===== config.mk =====
export PLATFORM = sky130hd
export DESIGN_NAME = m3i_fifo
export DESIGN_NICKNAME = d
export VERILOG_FILES = /design/src/hw/rtl/m3i_pkg.sv /design/src/hw/rtl/m3i_fifo.sv
export SDC_FILE = /design/constraint.sdc
export NUM_CORES = 2
export LEC_CHECK = 0
export BUFFER_PORTS_ARGS = -buffer_cell sky130_fd_sc_hd__buf_2
export CAP_MARGIN = 40
export CORE_AREA = 5 5 706 708
export CTS_CLUSTER_SIZE = 16
export DETAILED_ROUTE_END_ITERATION = 8
export DIE_AREA = 0 0 711 713
export HOLD_SLACK_MARGIN = 0.12
export PLACE_DENSITY = 0.45
export SYNTH_ARGS = -nofsm -noshare
export SYNTH_HDL_FRONTEND = slang
export SYNTH_SLANG_ARGS = --single-unit

===== constraint.sdc =====
create_clock -name clk_i -period 47.7 [get_ports clk_i]
set_input_delay 9.54 -clock clk_i [delete_from_list [all_inputs] [get_ports clk_i]]
set_output_delay 9.54 -clock clk_i [all_outputs]
set_load 0.02 [all_outputs]

===== src/hw/rtl/m3i_pkg.sv =====
// Types, constants and arithmetic helpers shared by the 3x3 matrix inverse.
package m3i_pkg;

  localparam int unsigned ELEM_W     = 32;
  localparam int unsigned COF_W      = 64;
  localparam int unsigned THR_W      = 31;
  localparam int unsigned DET_W      = 100;
  localparam int unsigned QBITS      = 31;
  localparam int unsigned FIFO_DEPTH = 4;

  localparam logic [ELEM_W-1:0] SAT_MAX = 32'h7FFF_FFFF;
  localparam logic [ELEM_W-1:0] SAT_MIN = 32'h8000_0000;

  typedef logic [3:0] idx_t;

  // cofactor k = m[A]*m[B] - m[C]*m[D]
  localparam idx_t COF_A [9] = '{4'd4, 4'd6, 4'd3, 4'd7, 4'd0, 4'd6, 4'd1, 4'd3, 4'd0};
  localparam idx_t COF_B [9] = '{4'd8, 4'd5, 4'd7, 4'd2, 4'd8, 4'd1, 4'd5, 4'd2, 4'd4};
  localparam idx_t COF_C [9] = '{4'd7, 4'd3, 4'd6, 4'd1, 4'd6, 4'd0, 4'd4, 4'd0, 4'd3};
  localparam idx_t COF_D [9] = '{4'd5, 4'd8, 4'd4, 4'd8, 4'd2, 4'd7, 4'd2, 4'd5, 4'd1};

  typedef struct packed {
    logic signed [ELEM_W-1:0] m00;
    logic signed [ELEM_W-1:0] m01;
    logic signed [ELEM_W-1:0] m02;
    logic signed [ELEM_W-1:0] m10;
    logic signed [ELEM_W-1:0] m11;
    logic signed [ELEM_W-1:0] m12;
    logic signed [ELEM_W-1:0] m20;
    logic signed [ELEM_W-1:0] m21;
    logic signed [ELEM_W-1:0] m22;
  } mat_in_t;

  typedef struct packed {
    logic signed [ELEM_W-1:0] r00;
    logic signed [ELEM_W-1:0] r01;
    logic signed [ELEM_W-1:0] r02;
    logic signed [ELEM_W-1:0] r10;
    logic signed [ELEM_W-1:0] r11;
    logic signed [ELEM_W-1:0] r12;
    logic signed [ELEM_W-1:0] r20;
    logic signed [ELEM_W-1:0] r21;
    logic signed [ELEM_W-1:0] r22;
    logic signed [ELEM_W-1:0] determinant;
    logic                     invertible;
  } mat_out_t;

  // classified item handed from front to back
  typedef struct packed {
    logic [8:0][COF_W-1:0]  cof;
    logic [8:0][ELEM_W-1:0] mat;
    logic [ELEM_W-1:0]      det;
    logic                   inv;
  } fe_t;

  function automatic logic signed [63:0] smul(logic signed [31:0] a, logic signed [31:0] b);
    logic signed [63:0] ea;
    logic signed [63:0] eb;
    ea = {{32{a[31]}}, a};
    eb = {{32{b[31]}}, b};
    return ea * eb;
  endfunction

  function automatic logic signed [64:0] sumul(logic signed [31:0] a, logic [31:0] b);
    logic signed [64:0] ea;
    logic signed [64:0] eb;
    ea = {{33{a[31]}}, a};
    eb = {33'b0, b};
    return ea * eb;
  endfunction

endpackage


===== src/hw/rtl/m3i_fifo.sv =====
// Small register queue between the front and back pipelines.
module m3i_fifo #(
  parameter int unsigned Depth = m3i_pkg::FIFO_DEPTH,
  parameter type         T     = m3i_pkg::fe_t
) (
  input  logic clk_i,
  input  logic rst_ni,
  input  logic push_i,
  input  T     data_i,
  output logic full_o,
  input  logic pop_i,
  output T     data_o,
  output logic empty_o
);
  localparam int unsigned AW = (Depth > 1) ? $clog2(Depth) : 1;
  localparam int unsigned CW = $clog2(Depth + 1);

  T mem_q [Depth];
  logic [AW-1:0] wr_q, rd_q;
  logic [CW-1:0] cnt_q;
  logic do_push, do_pop;

  assign full_o  = cnt_q == CW'(Depth);
  assign empty_o = cnt_q == '0;
  assign do_push = push_i && !full_o;
  assign do_pop  = pop_i && !empty_o;
  assign data_o  = mem_q[rd_q];

  always_ff @(posedge clk_i or negedge rst_ni) begin
    if (!rst_ni) begin
      wr_q  <= '0;
      rd_q  <= '0;
      cnt_q <= '0;
    end else begin
      if (do_push) begin
        wr_q <= (wr_q == AW'(Depth - 1)) ? '0 : wr_q + 1'b1;
      end
      if (do_pop) begin
        rd_q <= (rd_q == AW'(Depth - 1)) ? '0 : rd_q + 1'b1;
      end
      if (do_push && !do_pop) begin
        cnt_q <= cnt_q + 1'b1;
      end else if (do_pop && !do_push) begin
        cnt_q <= cnt_q - 1'b1;
      end
    end
  end

  always_ff @(posedge clk_i) begin
    if (do_push) begin
      mem_q[wr_q] <= data_i;
    end
  end

endmodule


==> impl_summary.txt <==
----------------------------------------------------
[Run status]
  Status ... completed

[Logic synthesis]
  Area share of the leading cell type in the synthesized netlist ... 83.2%
  Sequential element share of the synthesized area ... 83.4%
  Commonest cells in the synthesized netlist ... 3,588 x edfxtp_1, 897 x mux4_2, 107 x buf_2
  Most repeated cell in the gate-level netlist after synthesis ... edfxtp_1
  Yosys warns ... 0
  Most used flip-flop cell after synthesis ... edfxtp_1
  Async SR Flop Fraction ... 0.195%
  Net count after synthesis ... 5,630
  Count of flip-flops with a built-in enable after synthesis ... 3,588
  Combined area of all synthesized cells ... 0.129 mm^2
  Post-synthesis cell type with the largest combined area ... edfxtp_1
  Number of synthesized register bits ... 3,595
  Average cell area after synthesis ... 27.4 um^2
  Top cells by area in the synthesized netlist ... edfxtp_1 83%, mux4_2 16%, buf_2 0.41%
  Number of instances in the synthesized netlist ... 4,722
  Number of unique standard cell types used by synthesis ... 22

[STA]
  Final slew viol count ... 0
  Relative slew margins ... 26.3%
  Fmax ... 64.0 MHz
  Slew @ Worst Pin ... 1.11 ns
  Number of setup violations in the final report ... 0
  Min Clock Period, post-route ... 15.62 ns
  Number of failing hold endpoints at the final stage ... 0
  RSZ-0062 raised after global routing ... false
  Total negative setup slack ... 0 ns
  Period utilisation layout ... 32.8%
  Clock Skews ... 0.0723 ns

[Detailed routing]
  Final antenna-violating net count ... 0
  Wire length after detailed routing ... 424,000 um
  Violation count after the first detailed-routing iteration ... 5,098
  Remaining routing DRC violations ... 0
  Detailed-router iteration count before antenna repair ... 5
  Post-detailed-route wirelength per cell ... 30.8 um
  Vias per cell ... 4.52
  Via count of the routed design ... 62,156

[Clock tree]
  Root buffer cell ... clkbuf_16
  Total CTS buffers ... 390
  Clock input transition at the sequential cells of the worst setup and hold paths ... 0.05 ns
  Later-pin clock latency in the skew report ... 0.94 ns
  Clk sink count ... 3,595
  H-Tree Depth ... 5
  Setup Fix Bufs, Post-CTS ... 0
  CTS Hold Bufs ... 0
  Maximum clock path buffer count ... 4
  Clock tree from TritonCTS ... built
  CTS-repair resized insts ... 0

[Power]
  Net Switching ... 3840 uW
  Sequential fraction of design power ... 39.1%
  Static leakage ... 0.0528 uW
  Switching share of total power ... 35.1%
  Overall power of the completed layout ... 10,900 uW
  Clock network fraction of total power ... 26.9%
  Pwr per Cell Area ... 68.3 mW/mm^2
  Highest ir drop seen on vdd ... 46.5 uV
  Internal power component ... 7100 uW
  Fraction of power consumed by combinational cells ... 34.0%

[Final layout]
  Fill cell instance count of the final layout ... 46,710
  Synth-to-layout area growth ... 23.7%
  Number of nets in the layout ... 7,765
  Layout cells sized above 1 ... 47.1%

[Worst setup path]
  Cells on worst reg2reg path ... 12
  Critical path launch point ... rd_q[1]$_DFFE_PN0P_
  Crit path capture type ... primary output
  Worst reg2reg path startpoint ... wr_q[0]$_DFFE_PN0P_
  Endpoint of the worst setup timing path ... data_o[628]
  WP buf/inv ... 9
  Worst-path maximum fanout ... 52
  Capturing point of the worst reg2reg path ... mem_q[3][641]$_DFFE_PP_
  Crit path launch type ... flop
  Critical Path Most Common Cell ... buf_4
  Max incr delay on CP ... 0.72 ns
  Data arrival time of the worst path ... 6.08 ns
  Cell Chain, Critical Path ... buf_4 -> buf_4 -> buf_4 -> buf_4 -> buf_16 -> buf_4 -> buf_4 -> buf_16 -> mux4_2 -> buf_2
  Slowest stage cell, crit path ... buf_4
  Crit path kind ... flop to primary output
  Worst path top cell family by delay ... buffers and inverters
  Required time of the critical path ... 38.16 ns
  Stages on the worst setup path ... 10
  Reg2Reg Setup Slack ... 41.07 ns

[Floorplan]
  Die Area ... 0.507 mm^2
  Ports ... 1,800
  Starting density of the core ... 26.3%
  Die outline height ... 713 um
  X dimension of the die ... 711 um
  Floorplan core area ... 0.492 mm^2
  Rows ... 258

[Global route]
  Overall track demand over capacity in global routing ... 16.1%
  Largest net degree at the start of global routing ... 135
  First-pass GRT wire length ... 567,000 um
  Initial antenna violation count ... 431
  Overall overflow remaining after global route ... 0
  Vias in the first global route ... 63,961

[Placed design]
  Number of buffers inserted by port buffering ... 1,799
  RD Place Congestion ... 0.831
  HPWL Detailed ... 309,000 um

[Min path]
  Hold/Removal Path Class ... flop to flop

[Job]
  Number of max-cap violations ... 0

----------------------------------------------------
==> cell usage in the layout (no fill, tap or decap), drive strengths merged <==
master,netlist,layout
a21o,1,1
and2,3,3
buf,186,1943
bufinv,0,32
clkbuf,14,474
clkinv,0,176
clkinvlp,0,14
dfrtp,7,7
diode,0,69
edfxtp,3588,3588
fa,1,1
ha,6,6
inv,3,13
mux2,4,4
mux4,897,897
nand2,1,1
nor2,3,3
nor2b,1,1
nor3,2,2
nor3b,1,1
o31ai,1,1
xnor2,1,1
xor2,2,2
==> layout make-up <==
cell class	instances	area [um^2]	area share (%)
antenna	69	173	0.108
tap	6500	8130	5.08
timing repair buffer	1943	11000	6.84
sequential	3595	108000	67.4
clock buffer	474	10100	6.32
multi-input combinational	924	20500	12.8
inverter	3	11.3	0.00703
clock inverter	232	2390	1.49
==> power by group through the flow <==
| stage | registers (uW) | clock network (uW) | logic [uW] |
|---|---|---|---|
| 2_1_floorplan | 4970 | 0 | 2150 |
| 3_5_place_dp | 4350 | 0 | 3840 |
| 6_report | 4280 | 2940 | 3720 |
| 4_1_cts | 4280 | 3020 | 3850 |
| 3_3_place_gp | 4340 | 0 | 3760 |
| 5_1_grt | 4320 | 3160 | 3920 |
==> worst min-delay path by stage <==
stage | startpoint | endpoint | slack (ns) | cells past startpoint
after detailed placement | cnt_q[2]$_DFFE_PN0P_ | cnt_q[2]$_DFFE_PN0P_ | 0.51 | 1
after CTS | cnt_q[2]$_DFFE_PN0P_ | cnt_q[2]$_DFFE_PN0P_ | 0.52 | 1
final | cnt_q[2]$_DFFE_PN0P_ | cnt_q[2]$_DFFE_PN0P_ | 0.52 | 1
after global routing | cnt_q[2]$_DFFE_PN0P_ | cnt_q[2]$_DFFE_PN0P_ | 0.54 | 1
after floorplan | cnt_q[2]$_DFFE_PN0P_ | cnt_q[2]$_DFFE_PN0P_ | 0.48 | 1
after global placement | cnt_q[2]$_DFFE_PN0P_ | cnt_q[2]$_DFFE_PN0P_ | 0.50 | 1
==> worst register-to-register path: cells and delay by family, from the launching register on <==
kind / cells / cell delay, ns
adders and majority gates: 1 / 0.24
DFF: 1 / 0.43
and+or+nand+nor: 2 / 0.20
buffers and inverters: 9 / 5.35
==> flip-flops by register name, indices dropped and copies added (netlist names) <==
register / cells
mem_q: 3588
cnt_q: 3
rd_q: 2
wr_q: 2
==> through the flow <==
| stage | util, % | hold slack, ns | cell area (um^2) | cells | worst slack [ns] |
|---|---|---|---|---|---|
| after floorplan | - | 0.478 | 129000 | 4722 | 14.14 |
| after global placement | 29.8 | 0.501 | 146000 | 12926 | 31.25 |
| after detailed placement | 30.0 | 0.509 | 147000 | 12965 | 32.02 |
| after CTS | 32.5 | 0.519 | 160000 | 13671 | 31.78 |
| after global routing | 32.5 | 0.536 | 160000 | 13686 | 31.45 |
| final | 32.6 | 0.520 | 160000 | 13740 | 32.08 |
==> per-layer routing <==
| metal | track usage, % | vias up | wire length, um |
|---|---|---|---|
| li1 | - | 25145 | - |
| met5 | 0 | - | 1130 |
| met2 | 27.2 | 2718 | 207000 |
| met3 | 7.13 | 1110 | 44500 |
| met4 | 3.88 | 170 | 13200 |
| met1 | 18.8 | 33013 | 158000 |
==> kinds of logic (layout without fill, tap and decap cells) <==
group	Yosys count	count (layout)	synth area share [%]
fa+ha+maj	7	7	0.0735
xor+xnor	3	3	0.0203
compound gates	2	2	0.0116
simple gates	11	11	0.0445
other cells	0	69	0
mux	901	901	15.6
buf+inv	203	2652	0.831
flops	3595	3595	83.4
(Power assumes the default switching activity.)
